$ cat src/rtl/palup_pkg.sv
// palup_pkg: shared types, widths and codes of the palette upscaler
// used by palup_geom, palup_front, palup_fifo, palup_back and the top; depends on nothing
`default_nettype none

package palup_pkg;

	localparam int SOURCE_WIDTH_DEF  = 256;
	localparam int SOURCE_HEIGHT_DEF = 240;
	localparam int MAX_SCALE_DEF     = 8;
	localparam int PALETTE_DEPTH_DEF = 64;

	localparam int SLOT_W   = 6;
	localparam int BGR_W    = 32;
	localparam int COORD_W  = 8;
	localparam int CINDEX_W = 8;
	localparam int ADDR_W   = 22;
	localparam int SWIDTH_W = 12;
	localparam int SHEIGHT_W = 11;
	localparam int SCALE_W  = 4;
	localparam int OFF_W    = 11;
	localparam int POS_W    = 12;
	localparam int PROD_W   = 2 * POS_W;
	localparam int CFG_IDX_W = 2;
	localparam int CFG_DATA_W = 12;
	localparam int QUEUE_DEPTH = 2;

	localparam logic [SLOT_W-1:0] INDEX_MASK = 6'h3F;
	localparam logic [BGR_W-1:0]  BGR_NONE   = 32'h0000_0000;

	localparam logic [SWIDTH_W-1:0]  SCREEN_WIDTH_RST  = 12'd256;
	localparam logic [SHEIGHT_W-1:0] SCREEN_HEIGHT_RST = 11'd240;

	typedef enum logic {
		REQ_PALETTE = 1'b0,
		REQ_PIXEL   = 1'b1
	} req_kind_t;

	typedef enum logic [CFG_IDX_W-1:0] {
		REG_SCREEN_WIDTH  = 2'd0,
		REG_SCREEN_HEIGHT = 2'd1
	} cfg_reg_t;

	typedef enum logic [1:0] {
		ST_IDLE,
		ST_SPAN,
		ST_BASE,
		ST_EMIT
	} back_state_t;

	typedef struct packed {
		logic                req_type;
		logic [SLOT_W-1:0]   palette_slot;
		logic [BGR_W-1:0]    palette_value;
		logic [COORD_W-1:0]  pixel_x;
		logic [COORD_W-1:0]  pixel_y;
		logic [CINDEX_W-1:0] color_index;
	} item_t;

	typedef struct packed {
		logic [ADDR_W-1:0] write_address;
		logic [BGR_W-1:0]  pixel_bgr;
		logic              last_of_block;
	} result_t;

	typedef struct packed {
		logic [COORD_W-1:0] pixel_x;
		logic [COORD_W-1:0] pixel_y;
		logic [BGR_W-1:0]   pixel_bgr;
	} job_t;

	typedef struct packed {
		logic [SCALE_W-1:0]  scale;
		logic [OFF_W-1:0]    offset_col;
		logic [OFF_W-1:0]    offset_row;
		logic [SWIDTH_W-1:0] screen_width;
	} geom_t;

endpackage

`default_nettype wire

$ cat src/rtl/palup_geom.sv
// palup_geom: screen size registers and derived scale and centring offsets
// depends on palup_pkg
`default_nettype none

module palup_geom
	import palup_pkg::*;
#(
	parameter int SOURCE_WIDTH  = SOURCE_WIDTH_DEF,
	parameter int SOURCE_HEIGHT = SOURCE_HEIGHT_DEF,
	parameter int MAX_SCALE     = MAX_SCALE_DEF
) (
	input  wire logic                  clk,
	input  wire logic                  arst_n,
	input  wire logic                  cfg_write,
	input  wire logic [CFG_IDX_W-1:0]  cfg_index,
	input  wire logic [CFG_DATA_W-1:0] cfg_data,
	output geom_t                      geom
);

	localparam int SRC_MAX  = (SOURCE_WIDTH > SOURCE_HEIGHT) ? SOURCE_WIDTH : SOURCE_HEIGHT;
	localparam int SPAN_BW  = $clog2(MAX_SCALE * SRC_MAX + 1);
	localparam int CMP_W    = (SPAN_BW > SWIDTH_W) ? SPAN_BW : SWIDTH_W;

	logic [SWIDTH_W-1:0]  width_q;
	logic [SHEIGHT_W-1:0] height_q;
	geom_t                geom_q;

	logic [SCALE_W-1:0] fit_w;
	logic [SCALE_W-1:0] fit_h;
	logic [SCALE_W-1:0] scale;
	logic [CMP_W-1:0]   span_w;
	logic [CMP_W-1:0]   span_h;
	logic [CMP_W-1:0]   wide_w;
	logic [CMP_W-1:0]   wide_h;
	logic [CMP_W-1:0]   diff_w;
	logic [CMP_W-1:0]   diff_h;
	geom_t              geom_d;

	always_ff @(posedge clk or negedge arst_n) begin
		if (!arst_n) begin
			width_q  <= SCREEN_WIDTH_RST;
			height_q <= SCREEN_HEIGHT_RST;
		end else if (cfg_write) begin
			unique case (cfg_index)
				REG_SCREEN_WIDTH:  width_q  <= cfg_data;
				REG_SCREEN_HEIGHT: height_q <= cfg_data[SHEIGHT_W-1:0];
				default: ;
			endcase
		end
	end

	// largest multiple (up to MAX_SCALE) of the source size that fits, per axis
	always_comb begin
		wide_w = CMP_W'(width_q);
		wide_h = CMP_W'(height_q);
		fit_w  = '0;
		fit_h  = '0;
		for (int k = 1; k <= MAX_SCALE; k++) begin
			if (wide_w >= CMP_W'(k * SOURCE_WIDTH))
				fit_w = SCALE_W'(k);
			if (wide_h >= CMP_W'(k * SOURCE_HEIGHT))
				fit_h = SCALE_W'(k);
		end
		scale = (fit_w < fit_h) ? fit_w : fit_h;
		if (scale == '0)
			scale = SCALE_W'(1);
		span_w = CMP_W'(SOURCE_WIDTH) * CMP_W'(scale);
		span_h = CMP_W'(SOURCE_HEIGHT) * CMP_W'(scale);
		diff_w = wide_w - span_w;
		diff_h = wide_h - span_h;
		geom_d.scale        = scale;
		geom_d.offset_col   = (wide_w > span_w) ? OFF_W'(diff_w >> 1) : '0;
		geom_d.offset_row   = (wide_h > span_h) ? OFF_W'(diff_h >> 1) : '0;
		geom_d.screen_width = width_q;
	end

	always_ff @(posedge clk or negedge arst_n) begin
		if (!arst_n) begin
			geom_q.scale        <= SCALE_W'(1);
			geom_q.offset_col   <= '0;
			geom_q.offset_row   <= '0;
			geom_q.screen_width <= SCREEN_WIDTH_RST;
		end else begin
			geom_q <= geom_d;
		end
	end

	assign geom = geom_q;

endmodule

`default_nettype wire

$ cat config.mk
export PLATFORM = sky130hd
export DESIGN_NAME = palup_geom
export DESIGN_NICKNAME = d
export VERILOG_FILES = /design/src/rtl/palup_pkg.sv /design/src/rtl/palup_geom.sv
export SDC_FILE = /design/constraint.sdc
export NUM_CORES = 1
export LEC_CHECK = 0
export CAP_MARGIN = 25
export CORE_MARGIN = 2
export CORE_UTILIZATION = 60
export CTS_CLUSTER_DIAMETER = 80
export CTS_CLUSTER_SIZE = 24
export DETAILED_ROUTE_END_ITERATION = 16
export DONT_BUFFER_PORTS = 1
export PLACE_DENSITY = 0.88
export REMOVE_ABC_BUFFERS = 1
export SLEW_MARGIN = 5
export SYNTH_ARGS = -nofsm -noshare
export SYNTH_HDL_FRONTEND = slang
export SYNTH_SLANG_ARGS = --single-unit
$ cat constraint.sdc
create_clock -name clk -period 16.75 [get_ports clk]
set_input_delay 0.8375 -clock clk [delete_from_list [all_inputs] [get_ports clk]]
set_output_delay 0.8375 -clock clk [all_outputs]
set_load 0.02 [all_outputs]
# == Word-level counts from Yosys, hierarchy flattened ==
# Cells that the tools add are included.
# totals
wordCells,53
latchBits,0
out_inout_bits,38
romBits,0
register_bits,61
mem_count,0
mem_bits_rw,0
in_bits,17
# classes
n_mux,20
reduce_logical,4
addsub,2
mul,1
eq_ne,1
bitwise_logic,0
n_lt_le_gt_ge,19
n_shift,0
n_div,0
# ops
operator,n
$mux 4,16
$ge 12x11->1 const B,4
$ge 11x11->1 const B,4
$ge 12x10->1 const B,2
$ge 11x10->1 const B,2
$mux 11,2
$ge 12x12->1 const B,1
$ge 12x9->1 const B,1
$gt 11x12->1,1
$gt 12x12->1,1
$sub 11x12->12,1
$sub 12x12->12,1
$ge 11x8->1 const B,1
$ge 11x9->1 const B,1
$mul 4x4->8 const A,1
$logic_not 4->1,1
$lt 4x4->1,1
$reduce_and 2->1,2
$eq 2x1->1 const B,1
$logic_not 2->1,1
$mux 1,2

# == Logic depth before layout (Yosys ltp) ==
# depth
ltp_word,16
mapped_depth,28
ltp_nobuf,26

# == Least setup slack after synthesis ==
# No wires, ideal clock.
# synth_timing
path_kind,flip-flop to flip-flop
from,register height_q[10]
to,register geom_q (netlist bit geom[17])
setup_ns,0.134
n_path_buf,2
stages_incl_launch_ff,28
arrival_time_ns,5.262
path_slack_ns,11.354
synth_period_minus_slack_ns,5.396
required_ns,16.616
cell_sequence,dfrtp_1 > buf_2 > maj3_1 > nand3_1 > nor2_1 > a21oi_1 > ha_1 > nand2_1 > nor4_1 > nor2_1 > o31ai_4 > mux2_2 > inv_1 > fa_1 > fa_1 > inv_1 > fa_1 > inv_1 > a21o_1 > a21oi_1 > xor2_1 > ha_1 > nand3_1 > nor3_1 > a21oi_1 > o211ai_1 > clkbuf_1 > nor3_1
# synth_lines
item,line,text
start: declaration,palup_geom.sv:25,logic [SHEIGHT_W-1:0] height_q;
start signal: assignment,palup_geom.sv:46,REG_SCREEN_HEIGHT: height_q <= cfg_data[SHEIGHT_W-1:0];
end signal: assignment,palup_geom.sv:84,geom_q <= geom_d;
end: declaration,palup_geom.sv:26,geom_t geom_q;

==> results.json <==
{
  "status": "finished clean",
  "end_kind": "flip-flop",
  "r2r_start": "height_q[7]$_DFFE_PN1P_",
  "antenna_cells": 0,
  "fin_crit_sh": 0.3743,
  "syn_area_mm2": 0.003100,
  "drtIter0Drc": 98,
  "cts_resized": 0,
  "startpoint_type": "flip-flop",
  "drtPass1Iterations": 4,
  "min_path_type": "input pin to async pin",
  "synth_top_area_share": 0.4358,
  "synth_seq_cells": 61,
  "grt_usage": 0.2347,
  "setup-violations-final": 0,
  "layout-drive-gt1-share": 0.1912,
  "synth-seq-area-share": 0.4952,
  "nets": 316,
  "fillerInstances": 350,
  "max_stage_delay_ns": 0.63,
  "overflow": 0,
  "initial_core_util": 0.6149,
  "clk_latency_ns": 0.34,
  "startpoint": "height_q[7]$_DFFE_PN1P_",
  "ys_warn_count": 0,
  "die_h_um": 75.89,
  "avgSynthCellArea_um2": 11.79,
  "synth_edf_count": 0,
  "clk_root_buffer_cell": "clkbuf_8",
  "synthArstFlopShare": 1.000,
  "utilization": 0.6648,
  "rows": 26,
  "worstPathArrival_ns": 6.51,
  "worstPathMaxFanout": 11,
  "final_cell_mix": "dfrtp_1 (54), inv_1 (26), ha_1 (26)",
  "postSynthCellCount": 263,
  "antenna_found_initial": 0,
  "h-tree-depth": 3,
  "layout_commonest_cell": "dfrtp_1",
  "wirelength_um": 6142,
  "synth_area_leaders": "dfrtp_1 (44%), ha_1 (10%), mux2_2 (8.0%), dfstp_2 (5.9%), fa_1 (3.9%)",
  "place.gp.congestion": 0.8464,
  "hpwl_um": 4282,
  "finalHoldViolCount": 0,
  "crit_chain": "nand3_1 -> nor3b_1 -> a21oi_1 -> ha_1 -> nand2_1 -> nor4_1 -> nor2_1 -> o31ai_4 -> mux2i_1 -> inv_1 -> a31o_2 -> fa_1 -> inv_1 -> fa_1 -> xor2_1 -> ha_1 -> a21boi_0 -> o21ai_0 -> a21oi_1 -> o211ai_1 -> a211oi_1",
  "grt_first_pass_wirelength_um": 9680,
  "drc_errors": 0,
  "cts_tree": "yes",
  "slew_violations": 0,
  "fp.dieW_um": 75.89,
  "regArea_mm2": 0.001535,
  "whs_ns": 0.1890,
  "coreArea_mm2": 0.005042,
  "cts_sinks": 61,
  "clk_transition_reported_paths_ns": 0.06,
  "slew_headroom": 0.4615,
  "via_count": 1991,
  "worst_slew_pin_slew_ns": 0.8077,
  "dieArea_mm2": 0.005759,
  "grt_max_degree": 62,
  "ant_nets": 0,
  "ff2ff_path_depth": 21,
  "skew_ns": 0.007061,
  "multi_input_area_mm2": 0.001425,
  "avgRoutedWirePerCell_um": 17.96,
  "synth_cell_type_count": 44,
  "critPathSlowestCell": "dfstp_2",
  "numCtsBuffers": 9,
  "post_cts_buffers": 0,
  "fmax_mhz": 159.5,
  "grt_pass1_vias": 1994,
  "period_minus_slack_ns": 6.270,
  "synth_top_area_cell": "dfrtp_1",
  "postCtsHoldBufs": 0,
  "rsz0062_at_grt": "false",
  "criticalPathCategory": "flip-flop to flip-flop",
  "portBuffers": 0,
  "cap_violations": 0,
  "synth-main-ff-cell": "dfrtp_1",
  "tns_ns": 0,
  "area_growth_syn_to_layout_pct": 8.111,
  "clockBufferDepth": 2,
  "via_per_inst": 5.822,
  "crit_required_ns": 16.99,
  "ioPinCount": 55
}
## worst paths after layout
check / to / slack (ns)
setup / recovery: geom[22]$_DFF_PN0_ / 10.48
hold / removal: geom[30]$_DFF_PN0_ / 0.19
setup reg to reg: geom[22]$_DFF_PN0_ / 10.48
hold reg to reg: geom[8]$_DFF_PN1_ / 0.38
max in group asynchronous: height_q[6]$_DFFE_PN1P_ / 16.37
min in group clk: geom[8]$_DFF_PN1_ / 0.38
## through the flow
stage	area, µm²	cells	setup WS, ns
floorplan	3053	255	11.41
global placement	3146	325	10.90
detailed placement	3146	325	10.60
CTS	3338	341	10.49
global route	3352	342	9.972
finish	3352	342	10.48
## critical path, delay by kind of cell (launching register included)
family                     cells  cell delay, ns
AOI/OAI and AO/OA              8            1.76
xor gates and xnor gates       1            0.18
adders and majority gates      4            1.76
buffers and inverters          2            0.34
DFF                            1            0.63
muxes                          1            0.57
and+or+nand+nor                5            0.92
## cell type report
class                           count  area share
Sequential cell                    61      0.4580
Multi-Input combinational cell    168      0.4252
Clock buffer                       12     0.04330
Inverter                           26     0.02912
Tap cell                           70     0.02613
Clock inverter                      4     0.01418
Timing Repair Buffer                1    0.004106
## per-layer routing
| layer | track usage | vias to the layer above | routed length (µm) |
|---|---|---|---|
| met1 | 0.2898 | 994 | 2565 |
| li1 | - | 917 | - |
| met5 | 0 | - | 0 |
| met4 | 0.09357 | 0 | 93 |
| met2 | 0.3803 | 70 | 3148 |
| met3 | 0.07804 | 10 | 335 |
## Yosys cell counts (5+ instances only)
library cell	count
dfrtp_1	54
nand2_1	7
inv_1	26
dfstp_2	7
nor2b_1	10
a21o_1	7
nor2_1	20
fa_1	6
xnor2_1	5
a21oi_1	13
mux2_2	22
nand3_1	5
o21ai_0	6
ha_1	26
## logic make-up (layout without fill, tap and decap cells)
kind of cell    Yosys count  count (layout)  synth area share
fa+ha+maj                33              33            0.1469
buf+inv                  34              43           0.04681
mux                      23              23           0.08313
compound gates           46              46            0.1077
xor+xnor                  8               8           0.02260
simple gates             58              58           0.09766
flops                    61              61            0.4952
## state kept, by name (all words and copies together), names as in the netlist
name,flops
wide_w,12
geom,38
height_q,11
Power is not shown: default switching activity piles up to over one toggle a cycle in this logic, so the estimate is an artifact.
