$ cat src/rtl/palup_pkg.sv
// palup_pkg: shared types, widths and codes of the palette upscaler
// used by palup_geom, palup_front, palup_fifo, palup_back and the top; depends on nothing
`default_nettype none

package palup_pkg;

	localparam int SOURCE_WIDTH_DEF  = 256;
	localparam int SOURCE_HEIGHT_DEF = 240;
	localparam int MAX_SCALE_DEF     = 8;
	localparam int PALETTE_DEPTH_DEF = 64;

	localparam int SLOT_W   = 6;
	localparam int BGR_W    = 32;
	localparam int COORD_W  = 8;
	localparam int CINDEX_W = 8;
	localparam int ADDR_W   = 22;
	localparam int SWIDTH_W = 12;
	localparam int SHEIGHT_W = 11;
	localparam int SCALE_W  = 4;
	localparam int OFF_W    = 11;
	localparam int POS_W    = 12;
	localparam int PROD_W   = 2 * POS_W;
	localparam int CFG_IDX_W = 2;
	localparam int CFG_DATA_W = 12;
	localparam int QUEUE_DEPTH = 2;

	localparam logic [SLOT_W-1:0] INDEX_MASK = 6'h3F;
	localparam logic [BGR_W-1:0]  BGR_NONE   = 32'h0000_0000;

	localparam logic [SWIDTH_W-1:0]  SCREEN_WIDTH_RST  = 12'd256;
	localparam logic [SHEIGHT_W-1:0] SCREEN_HEIGHT_RST = 11'd240;

	typedef enum logic {
		REQ_PALETTE = 1'b0,
		REQ_PIXEL   = 1'b1
	} req_kind_t;

	typedef enum logic [CFG_IDX_W-1:0] {
		REG_SCREEN_WIDTH  = 2'd0,
		REG_SCREEN_HEIGHT = 2'd1
	} cfg_reg_t;

	typedef enum logic [1:0] {
		ST_IDLE,
		ST_SPAN,
		ST_BASE,
		ST_EMIT
	} back_state_t;

	typedef struct packed {
		logic                req_type;
		logic [SLOT_W-1:0]   palette_slot;
		logic [BGR_W-1:0]    palette_value;
		logic [COORD_W-1:0]  pixel_x;
		logic [COORD_W-1:0]  pixel_y;
		logic [CINDEX_W-1:0] color_index;
	} item_t;

	typedef struct packed {
		logic [ADDR_W-1:0] write_address;
		logic [BGR_W-1:0]  pixel_bgr;
		logic              last_of_block;
	} result_t;

	typedef struct packed {
		logic [COORD_W-1:0] pixel_x;
		logic [COORD_W-1:0] pixel_y;
		logic [BGR_W-1:0]   pixel_bgr;
	} job_t;

	typedef struct packed {
		logic [SCALE_W-1:0]  scale;
		logic [OFF_W-1:0]    offset_col;
		logic [OFF_W-1:0]    offset_row;
		logic [SWIDTH_W-1:0] screen_width;
	} geom_t;

endpackage

`default_nettype wire

$ cat src/rtl/palup_stream_if.sv
// palup_stream_if: valid/ready channel carrying one payload per transaction
// payload type is set where the channel is instantiated
`default_nettype none

interface palup_stream_if #(
	parameter type payload_t = logic
);
	logic     valid;
	logic     ready;
	payload_t payload;

	modport source (output valid, output payload, input ready);
	modport sink (input valid, input payload, output ready);
endinterface

`default_nettype wire

$ cat src/rtl/palup_back.sv
// palup_back: expands one queued pixel into scale x scale screen writes
// depends on palup_pkg and palup_stream_if
`default_nettype none

module palup_back
	import palup_pkg::*;
#(
	parameter int MAX_SCALE = MAX_SCALE_DEF
) (
	input  wire logic       clk,
	input  wire logic       arst_n,
	input  wire geom_t      geom,
	input  wire logic       pop_valid,
	input  wire job_t       pop_data,
	output logic            pop_ready,
	palup_stream_if.source  result
);

	back_state_t state_q;
	back_state_t state_d;

	geom_t              g_q;
	logic [COORD_W-1:0] x_q;
	logic [COORD_W-1:0] y_q;
	logic [BGR_W-1:0]   bgr_q;
	logic [POS_W-1:0]   row0_q;
	logic [POS_W-1:0]   col0_q;
	logic [ADDR_W-1:0]  row_base_q;
	logic [SCALE_W-1:0] sx_q;
	logic [SCALE_W-1:0] sy_q;

	result_t res_q;
	logic    res_valid_q;

	logic               emit_go;
	logic               row_end;
	logic               last;
	logic [SCALE_W-1:0] s_top;

	assign s_top   = g_q.scale - SCALE_W'(1);
	assign row_end = (sx_q == s_top);
	assign last    = row_end && (sy_q == s_top);

	always_comb begin
		state_d = state_q;
		unique case (state_q)
			ST_IDLE: if (pop_valid) state_d = ST_SPAN;
			ST_SPAN: state_d = ST_BASE;
			ST_BASE: state_d = ST_EMIT;
			ST_EMIT: if (emit_go && last) state_d = ST_IDLE;
			default: state_d = ST_IDLE;
		endcase
	end

	always_comb begin
		pop_ready = 1'b0;
		emit_go   = 1'b0;
		unique case (state_q)
			ST_IDLE: pop_ready = 1'b1;
			ST_EMIT: emit_go = !res_valid_q || result.ready;
			default: ;
		endcase
	end

	always_ff @(posedge clk or negedge arst_n) begin
		if (!arst_n) begin
			state_q     <= ST_IDLE;
			res_valid_q <= 1'b0;
		end else begin
			state_q <= state_d;
			if (emit_go)
				res_valid_q <= 1'b1;
			else if (result.ready)
				res_valid_q <= 1'b0;
		end
	end

	always_ff @(posedge clk) begin
		if (pop_ready && pop_valid) begin
			g_q   <= geom;
			x_q   <= pop_data.pixel_x;
			y_q   <= pop_data.pixel_y;
			bgr_q <= pop_data.pixel_bgr;
		end
		if (state_q == ST_SPAN) begin
			row0_q <= POS_W'(g_q.offset_row) + POS_W'(y_q) * POS_W'(g_q.scale);
			col0_q <= POS_W'(g_q.offset_col) + POS_W'(x_q) * POS_W'(g_q.scale);
		end
		if (state_q == ST_BASE) begin
			row_base_q <= ADDR_W'(PROD_W'(row0_q) * PROD_W'(g_q.screen_width)
				+ PROD_W'(col0_q));
			sx_q <= '0;
			sy_q <= '0;
		end
		if (emit_go) begin
			res_q.write_address <= row_base_q + ADDR_W'(sx_q);
			res_q.pixel_bgr     <= bgr_q;
			res_q.last_of_block <= last;
			if (row_end) begin
				sx_q       <= '0;
				sy_q       <= sy_q + SCALE_W'(1);
				row_base_q <= row_base_q + ADDR_W'(g_q.screen_width);
			end else begin
				sx_q <= sx_q + SCALE_W'(1);
			end
		end
	end

	assign result.valid   = res_valid_q;
	assign result.payload = res_q;

	a_scale_range: assert property (@(posedge clk) disable iff (!arst_n)
		(state_q != ST_IDLE) |-> (g_q.scale != '0) && (g_q.scale <= SCALE_W'(MAX_SCALE)))
		else $error("scale out of range while busy");

	a_count_range: assert property (@(posedge clk) disable iff (!arst_n)
		(state_q == ST_EMIT) |-> (sx_q < g_q.scale) && (sy_q < g_q.scale))
		else $error("block counters past scale");

	a_last_ends: assert property (@(posedge clk) disable iff (!arst_n)
		(emit_go && last) |=> (state_q == ST_IDLE) && res_valid_q && res_q.last_of_block)
		else $error("final write did not end the block");

endmodule

`default_nettype wire

$ cat src/flat_wrapper.sv
// flat-port wrapper written by rule: the top's interface ports become plain ports
module palup_back_flat import palup_pkg::*;
#(
	parameter int MAX_SCALE = MAX_SCALE_DEF
)
  (clk, arst_n, geom, pop_valid, pop_data, pop_ready, result_valid, result_payload, result_ready);
  palup_stream_if result_i ();
  input  wire logic clk;
  input  wire logic arst_n;
  input  wire geom_t geom;
  input  wire logic pop_valid;
  input  wire job_t pop_data;
  output logic pop_ready;
  output wire logic [$bits(result_i.valid)-1:0] result_valid;
  output wire logic [$bits(result_i.payload)-1:0] result_payload;
  input wire logic [$bits(result_i.ready)-1:0] result_ready;
  assign result_valid = result_i.valid;
  assign result_payload = result_i.payload;
  assign result_i.ready = result_ready;
  palup_back #(.MAX_SCALE(MAX_SCALE)) u_core (.clk(clk), .arst_n(arst_n), .geom(geom), .pop_valid(pop_valid), .pop_data(pop_data), .pop_ready(pop_ready), .result(result_i));
endmodule
$ cat config.mk
export PLATFORM = sky130hd
export DESIGN_NAME = palup_back_flat
export DESIGN_NICKNAME = d
export VERILOG_FILES = /design/src/rtl/palup_pkg.sv /design/src/rtl/palup_stream_if.sv /design/src/rtl/palup_back.sv /design/src/flat_wrapper.sv
export SDC_FILE = /design/constraint.sdc
export NUM_CORES = 1
export LEC_CHECK = 0
export BUFFER_PORTS_ARGS = -buffer_cell sky130_fd_sc_hd__buf_4
export CAP_MARGIN = 20
export CORE_ASPECT_RATIO = 1.75
export CORE_MARGIN = 2
export CORE_UTILIZATION = 35
export CTS_CLUSTER_SIZE = 28
export DETAILED_ROUTE_END_ITERATION = 8
export GPL_TIMING_DRIVEN = 0
export PLACE_DENSITY = 0.79
export SLEW_MARGIN = 15
export SYNTH_ARGS = -nofsm -noshare
export SYNTH_HDL_FRONTEND = slang
export SYNTH_SLANG_ARGS = --single-unit
$ cat constraint.sdc
create_clock -name clk -period 2.4 [get_ports clk]
set_clock_uncertainty 0.1 [all_clocks]
set_input_delay 0.48 -clock clk [delete_from_list [all_inputs] [get_ports clk]]
set_output_delay 0.48 -clock clk [all_outputs]
set_load 0.02 [all_outputs]
## After elaboration in Yosys (flattened, before gate mapping)

Index checks and enable logic that the tools add are counted.

- Register bits after elaboration: 16
- Input bits: 90
- Output and inout bits: 3
- Word-level logic and storage cells: 38

- Add/sub/neg operators: 3
- Equality and inequality tests: 7
- Mux-type cells: 13
- Reductions and logical operators: 9

Operators by type and width:

| kind | count |
|---|---|
| 4-bit 2-to-1 mux | 6 |
| 4-bit by 1-bit adder with 4-bit output (second input constant) | 2 |
| 4-bit == test | 2 |
| 2-bit case mux with 4 select lines | 1 |
| 2-bit == test (second input constant) | 2 |
| 1-bit 2-to-1 mux | 4 |
| 2-bit 2-to-1 mux | 2 |
| 2-bit nonzero test | 2 |
| 4-bit by 1-bit subtractor with 4-bit output (second input constant) | 1 |
| 1-bit logical AND | 3 |
| 2-bit by 1-bit == test with 1-bit output (second input constant) | 1 |
| 2-bit logical NOT | 1 |
| 2-bit by 1-bit inequality test with 1-bit output (second input constant) | 1 |
| 2-bit inequality test (second input constant) | 1 |
| 2-bit AND reduction | 1 |
| 1-bit logical NOT | 1 |
| 1-bit logical OR | 1 |

## Logic depth before layout (Yosys ltp)

Gate-level depths: netlist (run 1).

- Depth after elaboration: 6
- Mapped depth: 7

## Worst setup path before layout (run 1)

OpenSTA, ideal clock, no wires.

- Path type: flip-flop to flip-flop
- From: register u_core.g_q[34] (netlist name)
- To: register u_core.state_q[0]
- Arrival time: 1.763 ns
- Required time: 2.173 ns
- Path slack: 0.410 ns
- Cell stages (with the launch flop): 8
- Buffers on the path: 0
- Period minus slack after synthesis: 1.990 ns
- Path through: edfxtp_1 > inv_1 > ha_1 > xor2_1 > nand3_2 > nor4b_4 > mux2i_1 > a211oi_2

- Word-level cells in the longest chain between the ends: 6
- Elaborated cells between the ends (all ways): 7
- Classes of those cells: 1 x add/sub; 3 x eq/ne; 3 x reduce/logical

RTL lines:

| item | line | text |
|---|---|---|
| start: declaration | palup_back.sv:22 | `geom_t g_q;` |
| start signal: assignment | palup_back.sv:80 | `g_q <= geom;` |
| 4-bit by 1-bit subtractor with 4-bit output * | palup_back.sv:40 | `assign s_top = g_q.scale - SCALE_W'(1);` |
| 4-bit == test, on equally long branches | palup_back.sv:41, palup_back.sv:42 |  |
| 1-bit logical AND * | palup_back.sv:42 | `assign last = row_end && (sy_q == s_top);` |
| net u_core.last | palup_back.sv:37 | `logic last;` |
| 1-bit logical AND * | palup_back.sv:50 | `ST_EMIT: if (emit_go && last) state_d = ST_IDLE;` |
| 2-bit by 1-bit inequality test with 1-bit output (no source line) * | -- |  |
| 2-bit AND reduction (no source line) * | -- |  |
| end signal: assignment | palup_back.sv:70 | `state_q <= state_d;` |
| end: declaration | palup_back.sv:19 | `back_state_t state_q;` |

The timed path passes the listed nets; every way through them passes the cells marked *.
A chain may end at the register's enable or synchronous reset.

## Worst setup path in the final report (run 1)

Ends and elaborated chain as after synthesis.

==> run metrics, run 1 <==
critical path class=reg -> reg; row count=24; Placed Cells=122; # DRC=0; GPL Wtd Cong=0.751; total track usage=11.5%; status=finished clean; Setup TNS Final=0 ns; H-tree levels=1; pwr dens=1140 nW/µm²; Static Leak=0.481 nW; mean area per synthesized cell=10.9 µm²; CTS sink cnt=16; final hold vios=0; root buffer cell=clkbuf_8; fin. max-slew vios=0; chip height=72.6 µm; Final ANT Viol Nets=0; share of the yosys chip area belonging to registers=45.2%; clk_lat worst skew=0.25 ns; CP Capture Type=flop; antenna violations before repair=0; PostCTS Resize Cnt=0; TritonCTS clock tree=yes; vias post-DR=653; vias in the first global route=664; fin crit period=2.20 ns; critical path's slowest cell=edfxtp_1; number of synthesized register bits=16; Startpoint Class=flop; maxcap violations=0; initial core utilization=37.3%; Post-Route WL=1.58 mm; worst hold path type=in -> reg; Hold Crit Endpoint=u_core.g_q[37]$_DFFE_PP_; Synth cell types=28; drt via density=5.14; maximum fanout along the worst path=4; crit share post-route=91.8%; Mapped Area=941 µm²; CP Buf/Inv Count=1; hold_sp=geom[37]; Die Wd=43.2 µm; Slew headroom=68.0%; worst-path cell chain=inv_1, ha_1, xor2_1, nand3_2, nor4b_4, mux2i_1, a211oi_2; full die area=3140 µm²; Finished Layout Cells=127; R2R cell count=7; DR pass1 iterations=4; delay-heaviest family, CP=simple AND/OR/NAND/NOR gates; # setup viols final=0; CTS clk-pin slew, worst paths=0.06 ns; Power Total=1.26 mW; flop2flop setup slack=0.20 ns; nets=198; layout cell share with drive strength beyond 1=20.8%; crit path DAT=2.23 ns; Fin Hold WS=0.303 ns; worst slew pin tran=0.476 ns; I/O pin count=93; diode count=0; DR WL/cell=12.5 µm; CP peak stage delay=0.47 ns; area growth from synthesis to layout=17.3%; unrepaired setup endpoints after global routing=false; synthesis warning total=0; Hold Crit Depth=1; syn nets=182; Max Clk Rate=454 MHz; first-pass GRT wire length=2.70 mm; R2R Path End=u_core.state_q[0]$_DFFE_PN0P_; launch point of the worst reg-to-reg path=u_core.g_q[34]$_DFFE_PP_; CTS buffer count=3; CP required=2.43 ns; peak supply drop=685 µV; largest net degree at the start of global routing=10; Gate Count Post-Synth=86; Port Buffers=10; post-CTS setup buffer count=0; grt ovf=0; CORE AREA=2520 µm²; clock buffer depth=2; initial DRC count=10; detailed placer's ending HPWL=1.31 mm
-- state kept, by name, summed over array words and instances, names as in the netlist --
register,cells
u_core.g_q,4
u_core.result.payload,1
u_core.result.valid,1
u_core.state_q,2
u_core.sx_q,4
u_core.sy_q,4
-- cells by family (layout without fill, tap and decap cells) --
family | count (synthesis) | after routing | synth area share, %
and+or+nand+nor | 34 | 34 | 21.3
DFF | 16 | 16 | 45.2
xor gates and xnor gates | 12 | 12 | 14.1
AOI/OAI and AO/OA | 8 | 8 | 5.98
buffers and inverters | 8 | 23 | 3.19
adders and majority gates | 6 | 6 | 7.98
muxes | 2 | 2 | 2.26
-- cells in the final DEF (no fill, tap or decap) --
cell type      instances
a211oi_2               1
a21oi_1                2
a31oi_1                1
and2_1                 1
buf_4                 10
clkbuf_1               1
clkbuf_8               3
dfrtp_1                3
dfxtp_1                4
dlygate4sd3_1          1
edfxtp_1               9
ha_1                   6
inv_1                  8
mux2_2                 1
mux2i_1                1
nand2_1               11
nand2b_1               2
nand3_1                6
nand3_2                1
nand3b_1               2
nand4_1                1
nor2_1                 6
nor3_2                 1
nor3_4                 1
nor4b_4                1
o211ai_1               1
o21ai_0                2
o31a_2                 1
or2_2                  1
xnor2_1                4
xnor3_1                2
xor2_1                 6
-- layout make-up --
cell class                      instances  area [µm²]
Multi-Input combinational cell         62         485
Clock buffer                            4        45.0
Fill cell                             248        1420
Timing Repair Buffer                   11        85.1
Inverter                                8        30.0
Tap cell                               26        32.5
Sequential cell                        16         425
-- metrics by stage --
step / instance area, µm² / utilization, % / setup WS [ns]
floorplan: 941 / - / 0.410
global placement: 1050 / 41.6 / 0.259
detailed placement: 1050 / 41.6 / 0.204
CTS: 1100 / 43.8 / 0.193
global route: 1100 / 43.8 / 0.0990
finish: 1100 / 43.8 / 0.198
-- worst max path at each step --
stage	startpoint	endpoint	slack [ns]	cells past startpoint
after CTS	u_core.g_q[34]$_DFFE_PP_	u_core.state_q[0]$_DFFE_PN0P_	0.19	7
after detailed placement	u_core.g_q[34]$_DFFE_PP_	u_core.state_q[0]$_DFFE_PN0P_	0.20	7
after floorplan	u_core.g_q[34]$_DFFE_PP_	u_core.state_q[0]$_DFFE_PN0P_	0.41	7
final	u_core.g_q[34]$_DFFE_PP_	u_core.state_q[0]$_DFFE_PN0P_	0.20	7
after global routing	u_core.g_q[34]$_DFFE_PP_	u_core.state_q[0]$_DFFE_PN0P_	0.1	7
after global placement	u_core.g_q[34]$_DFFE_PP_	u_core.state_q[0]$_DFFE_PN0P_	0.26	7
-- routing by layer --
layer  wire length, µm  global-route usage [%]  up-vias  part of all wire, %
li1                  -                       -      325                    -
met1               548                    11.7      308                   35
met2               947                    21.7       16                   60
met3                51                    1.49        4                  3.2
met4                36                    6.40        0                  2.3
met5                 0                       0        -                    0
-- report_power, final --
part,switching [mW],internal (mW)
Combinational,0.320,0.245
Sequential,0.0860,0.405
Clock,0.0861,0.118
-- cell usage after synthesis, drive strengths merged --
master | count | share of area [%]
nand2 | 11 | 4.4
edfxtp | 9 | 29
inv | 8 | 3.2
nand3 | 7 | 4.3
ha | 6 | 8.0
nor2 | 6 | 2.4
xor2 | 6 | 5.6
dfxtp | 4 | 8.5
xnor2 | 4 | 3.7
dfrtp | 3 | 8.0
a21oi | 2 | 1.1
nand2b | 2 | 1.3
nand3b | 2 | 1.6
nor3 | 2 | 2.8
o21ai | 2 | 1.1
xnor3 | 2 | 4.8
a211oi | 1 | 1.3
a31oi | 1 | 0.67
and2 | 1 | 0.67
mux2 | 1 | 1.2
mux2i | 1 | 1.1
nand4 | 1 | 0.67
nor4b | 1 | 2.5
o211ai | 1 | 0.80
o31a | 1 | 1.1
or2 | 1 | 0.67
-- timing repair --
| item | in CTS | in global routing |
|---|---|---|
| hold buffers | 1 | 0 |
| endpoints found under the setup margin | 0 | 0 |
| hold endpoints to repair | 3 | 0 |
(Power assumes the default switching activity.)
==> run 2, diff against run 1 <==
--- a/config.mk
+++ b/config.mk
@@ -9,11 +9,13 @@
 export CAP_MARGIN = 20
 export CORE_ASPECT_RATIO = 1.75
 export CORE_MARGIN = 2
-export CORE_UTILIZATION = 35
+export CORE_UTILIZATION = 37
+export CTS_BUF_LIST = sky130_fd_sc_hd__clkbuf_4
 export CTS_CLUSTER_SIZE = 28
 export DETAILED_ROUTE_END_ITERATION = 8
 export GPL_TIMING_DRIVEN = 0
-export PLACE_DENSITY = 0.79
+export PLACE_DENSITY = 0.82
+export RECOVER_POWER = 50
 export SLEW_MARGIN = 15
 export SYNTH_ARGS = -nofsm -noshare
 export SYNTH_HDL_FRONTEND = slang
==> run metrics, run 2 (synthesis gave the netlist of run 1 again) <==
Startpoint Class=flop; diode count=0; status=finished clean; row count=24; crit share post-route=92.8%; DR pass1 iterations=4; worst slew pin tran=0.482 ns; Hold Crit Depth=1; Final ANT Viol Nets=0; worst-path cell chain=inv_1, ha_1, xor2_1, nand3_2, nor4b_4, mux2i_1, a211oi_2; GPL Wtd Cong=0.748; H-tree levels=1; hold_sp=geom[36]; clk_lat worst skew=0.29 ns; Slew headroom=67.5%; CP Capture Type=flop; commonest cells after routing, fill and taps aside=nand2_1 (11), edfxtp_1 (9), inv_1 (8), clkbuf_4 (7); first-pass GRT wire length=2.80 mm; Power Total=1.19 mW; unrepaired setup endpoints after global routing=false; clock buffer depth=2; crit path DAT=2.31 ns; vias post-DR=637; CTS sink cnt=16; layout cell share with drive strength beyond 1=17.8%; R2R cell count=7; area growth from synthesis to layout=14.1%; Die Wd=42.1 µm; final core area utilization=43.6%; nets=198; antenna violations before repair=0; flop2flop setup slack=0.17 ns; root buffer cell=clkbuf_4; Post-Route WL=1.60 mm; largest net degree at the start of global routing=10; critical path's slowest cell=edfxtp_1; most common cell after layout, fill and taps aside=nand2_1; PostCTS Resize Cnt=0; maximum fanout along the worst path=4; chip height=70.7 µm; CTS buffer count=3; CORE AREA=2460 µm²; full die area=2980 µm²; Max Clk Rate=449 MHz; # setup viols final=0; maxcap violations=0; TritonCTS clock tree=yes; launch point of the worst reg-to-reg path=u_core.g_q[34]$_DFFE_PP_; grt ovf=0; Setup TNS Final=0 ns; Port Buffers=10; worst hold path type=in -> reg; Regs by FF count=u_core.g_q x4, u_core.sx_q x4, u_core.sy_q x4; initial core utilization=38.2%; CP peak stage delay=0.49 ns; CP required=2.48 ns; initial DRC count=13; Fin Hold WS=0.284 ns; pwr dens=1110 nW/µm²; I/O pin count=93; detailed placer's ending HPWL=1.31 mm; Hold Crit Endpoint=u_core.g_q[36]$_DFFE_PP_; total track usage=12.5%; CTS clk-pin slew, worst paths=0.09 ns; # DRC=0; fin. max-slew vios=0; peak supply drop=743 µV; Static Leak=0.462 nW; final hold vios=0; vias in the first global route=689; R2R Path End=u_core.state_q[0]$_DFFE_PN0P_; fin crit period=2.23 ns; drt via density=5.02; critical path class=reg -> reg; DR WL/cell=12.6 µm
run 2: cell count changes in the layout (fill, tap and decap cells not counted):
cell / change
clkbuf_8: -3
clkbuf_1: +2
buf_4: -7
clkinv_1: +1
clkbuf_4: +7
run 2: worst max-delay path: cells and delay by family, from the launching register on:
kind / cells / cell delay [ns]
mux: 1 / 0.27
fa+ha+maj: 1 / 0.34
buf+inv: 1 / 0.08
compound gates: 1 / 0.06
xor+xnor: 1 / 0.19
simple gates: 2 / 0.59
flops: 1 / 0.49
run 2: worst max-delay path by stage:
stage	startpoint	depth (start not counted)	to	slack, ns
after floorplan	u_core.g_q[34]$_DFFE_PP_	7	u_core.state_q[0]$_DFFE_PN0P_	0.41
final	u_core.g_q[34]$_DFFE_PP_	7	u_core.state_q[0]$_DFFE_PN0P_	0.17
after global placement	u_core.g_q[34]$_DFFE_PP_	7	u_core.state_q[0]$_DFFE_PN0P_	0.27
after detailed placement	u_core.g_q[34]$_DFFE_PP_	7	u_core.state_q[0]$_DFFE_PN0P_	0.19
after CTS	u_core.g_q[34]$_DFFE_PP_	7	u_core.state_q[0]$_DFFE_PN0P_	0.17
after global routing	u_core.g_q[34]$_DFFE_PP_	7	u_core.state_q[0]$_DFFE_PN0P_	0.06
run 2: final cells by class:
type	instances	area (µm²)
Sequential cell	16	425
Fill cell	242	1390
Multi-Input combinational cell	62	485
Clock buffer	3	22.5
Clock inverter	1	3.75
Tap cell	26	32.5
Inverter	8	30.0
Timing Repair Buffer	11	73.8
run 2: timing repair:
action                     CTS  global route
hold buffers                 1             0
setup endpoints to repair    0             0
buffers inserted             0             0
hold endpoints to repair     3             0
run 2: power by group:
group          internal (mW)  switching [mW]
Combinational          0.236           0.321
Sequential             0.404          0.0864
Clock                 0.0605          0.0859
Total                  0.700           0.493
run 2: per-layer routing:
| layer | share of wire, % | up-vias | wire (µm) | track usage, % |
|---|---|---|---|---|
| met5 | 0 | - | 0 | 0 |
| met4 | 1.8 | 0 | 29 | 6.60 |
| met3 | 2.9 | 4 | 47 | 1.53 |
| met2 | 60 | 13 | 963 | 24.8 |
| met1 | 35 | 293 | 561 | 11.8 |
| li1 | - | 327 | - | - |
run 2: per-stage QoR:
step,std cells,cell area (µm²),setup slack [ns]
after global routing,127,1070,0.0609
final,127,1070,0.172
after detailed placement,122,1050,0.186
after floorplan,86,941,0.410
after CTS,127,1080,0.169
after global placement,122,1050,0.266
==> run 3, diff against run 2 <==
--- a/config.mk
+++ b/config.mk
@@ -10,7 +10,7 @@
 export CORE_ASPECT_RATIO = 1.75
 export CORE_MARGIN = 2
 export CORE_UTILIZATION = 37
-export CTS_BUF_LIST = sky130_fd_sc_hd__clkbuf_4
+export CTS_BUF_LIST = sky130_fd_sc_hd__clkbuf_8
 export CTS_CLUSTER_SIZE = 28
 export DETAILED_ROUTE_END_ITERATION = 8
 export GPL_TIMING_DRIVEN = 0
==> run metrics, run 3 (synthesis gave the netlist of run 1 again) <==
status=finished clean; CP required=2.44 ns; filler cell count in the final layout=238; antenna violations before repair=0; Post-Route WL=1.63 mm; Hold Crit Endpoint=u_core.g_q[37]$_DFFE_PP_; chip height=70.7 µm; Slew headroom=66.8%; Sequential Power Share=39.0%; worst-path cell chain=inv_1, ha_1, xor2_1, nand3_2, nor4b_4, mux2i_1, a211oi_2; I/O pin count=93; first-pass GRT wire length=2.84 mm; Power Total=1.26 mW; Fin Hold WS=0.322 ns; layout cell share with drive strength beyond 1=17.8%; # DRC=0; total track usage=12.8%; vias post-DR=645; CTS buffer count=3; unrepaired setup endpoints after global routing=false; final hold vios=0; critical path's slowest cell=edfxtp_1; sw power=0.504 mW; Hold Crit Depth=1; fin. max-slew vios=0; Die Wd=42.1 µm; initial DRC count=7; sw frac=40.0%; root buffer cell=clkbuf_8; GPL Wtd Cong=0.748; row count=24; vias in the first global route=706; met1 usage=11.6%; CTS sink cnt=16; clk_lat worst skew=0.25 ns; GR Util met3=2.30%; R2R cell count=7; initial core utilization=38.2%; crit path DAT=2.26 ns; most common cell after layout, fill and taps aside=nand2_1; post-CTS setup buffer count=0; hold_sp=geom[37]; diode count=0; Register Area=425 µm²; met2 GRT Util=25.0%; crit share post-route=92.6%; full die area=2980 µm²; layer with the highest usage=met2; Static Leak=0.470 nW; CP Capture Type=flop; CP peak stage delay=0.48 ns; CTS clk-pin slew, worst paths=0.06 ns; flop2flop setup slack=0.18 ns; worst slew pin tran=0.493 ns; fin crit period=2.22 ns; # setup viols final=0; R2R Path End=u_core.state_q[0]$_DFFE_PN0P_; critical path class=reg -> reg; maximum fanout along the worst path=4; maxcap violations=0; Finished Layout Cells=127; worst hold path type=in -> reg; drt via density=5.08; Pint=0.755 mW; Regs by FF count=u_core.g_q x4, u_core.sx_q x4, u_core.sy_q x4; area growth from synthesis to layout=16.1%; Setup TNS Final=0 ns; CORE AREA=2460 µm²; grt ovf=0; commonest cells after routing, fill and taps aside=nand2_1 (11), edfxtp_1 (9), inv_1 (8); largest net degree at the start of global routing=10; Gate power share=44.6%; peak supply drop=679 µV; TritonCTS clock tree=yes; detailed placer's ending HPWL=1.31 mm; final core area utilization=44.4%; clock buffer depth=2; nets=198; Max Clk Rate=450 MHz; H-tree levels=1; pwr dens=1150 nW/µm²; DR WL/cell=12.8 µm; DR pass1 iterations=3; Placed Cells=122; Clk pwr share=16.4%; Startpoint Class=flop; launch point of the worst reg-to-reg path=u_core.g_q[34]$_DFFE_PP_; area of the multi-input gates=485 µm²; Port Buffers=10; Final ANT Viol Nets=0
## run 3: changes by cell type in the layout (fill, tap and decap cells not counted)
| cell | delta |
|---|---|
| clkbuf_4 | -3 |
| clkbuf_8 | +3 |
## run 3: what timing repair did
action / 4_1_cts / 5_1_grt
gates resized for setup: 0 / 0
endpoints found under the hold margin: 3 / 0
hold buffers: 1 / 0
## run 3: power groups by stage
stage / combinational, mW / clock, mW / sequential, mW
2_1_floorplan: 0.428 / 0 / 0.491
3_3_place_gp: 0.532 / 0 / 0.488
3_5_place_dp: 0.568 / 0 / 0.498
4_1_cts: 0.578 / 0.209 / 0.493
5_1_grt: 0.619 / 0.220 / 0.502
6_report: 0.561 / 0.207 / 0.491
## run 3: stage by stage
stage | worst slack (ns) | area (µm²)
after global placement | 0.266 | 1050
after global routing | 0.0661 | 1090
after detailed placement | 0.186 | 1050
after floorplan | 0.410 | 941
final | 0.177 | 1090
after CTS | 0.173 | 1100
## run 3: worst max path at each step
| stage | start | endpoint | slack [ns] | depth (start not counted) |
|---|---|---|---|---|
| after floorplan | u_core.g_q[34]$_DFFE_PP_ | u_core.state_q[0]$_DFFE_PN0P_ | 0.41 | 7 |
| after global placement | u_core.g_q[34]$_DFFE_PP_ | u_core.state_q[0]$_DFFE_PN0P_ | 0.27 | 7 |
| after detailed placement | u_core.g_q[34]$_DFFE_PP_ | u_core.state_q[0]$_DFFE_PN0P_ | 0.19 | 7 |
| after CTS | u_core.g_q[34]$_DFFE_PP_ | u_core.state_q[0]$_DFFE_PN0P_ | 0.17 | 7 |
| after global routing | u_core.g_q[34]$_DFFE_PP_ | u_core.state_q[0]$_DFFE_PN0P_ | 0.07 | 7 |
| final | u_core.g_q[34]$_DFFE_PP_ | u_core.state_q[0]$_DFFE_PN0P_ | 0.18 | 7 |
## run 3: layer usage
metal,up-vias,wire (µm)
met5,-,0
met2,14,970
met3,5,54
met4,0,39
met1,297,566
li1,329,-
## run 3: cell type report
type / instances / share of cell area [%]
multi-input combinational: 62 / 44.4
sequential: 16 / 38.9
timing repair buffer: 11 / 6.76
clock buffer: 3 / 3.78
tap: 26 / 2.98
inverter: 8 / 2.75
clock inverter: 1 / 0.344
## run 3: worst max-delay path, delay by kind of cell, from the launching register on
kind,cells,cell delay [ns]
adder cells (fa/ha/maj),1,0.34
flip-flops,1,0.48
buffers and inverters,1,0.08
AND/OR/NAND/NOR,2,0.58
multiplexers,1,0.27
AO/OA/AOI/OAI,1,0.06
XOR/XNOR,1,0.20
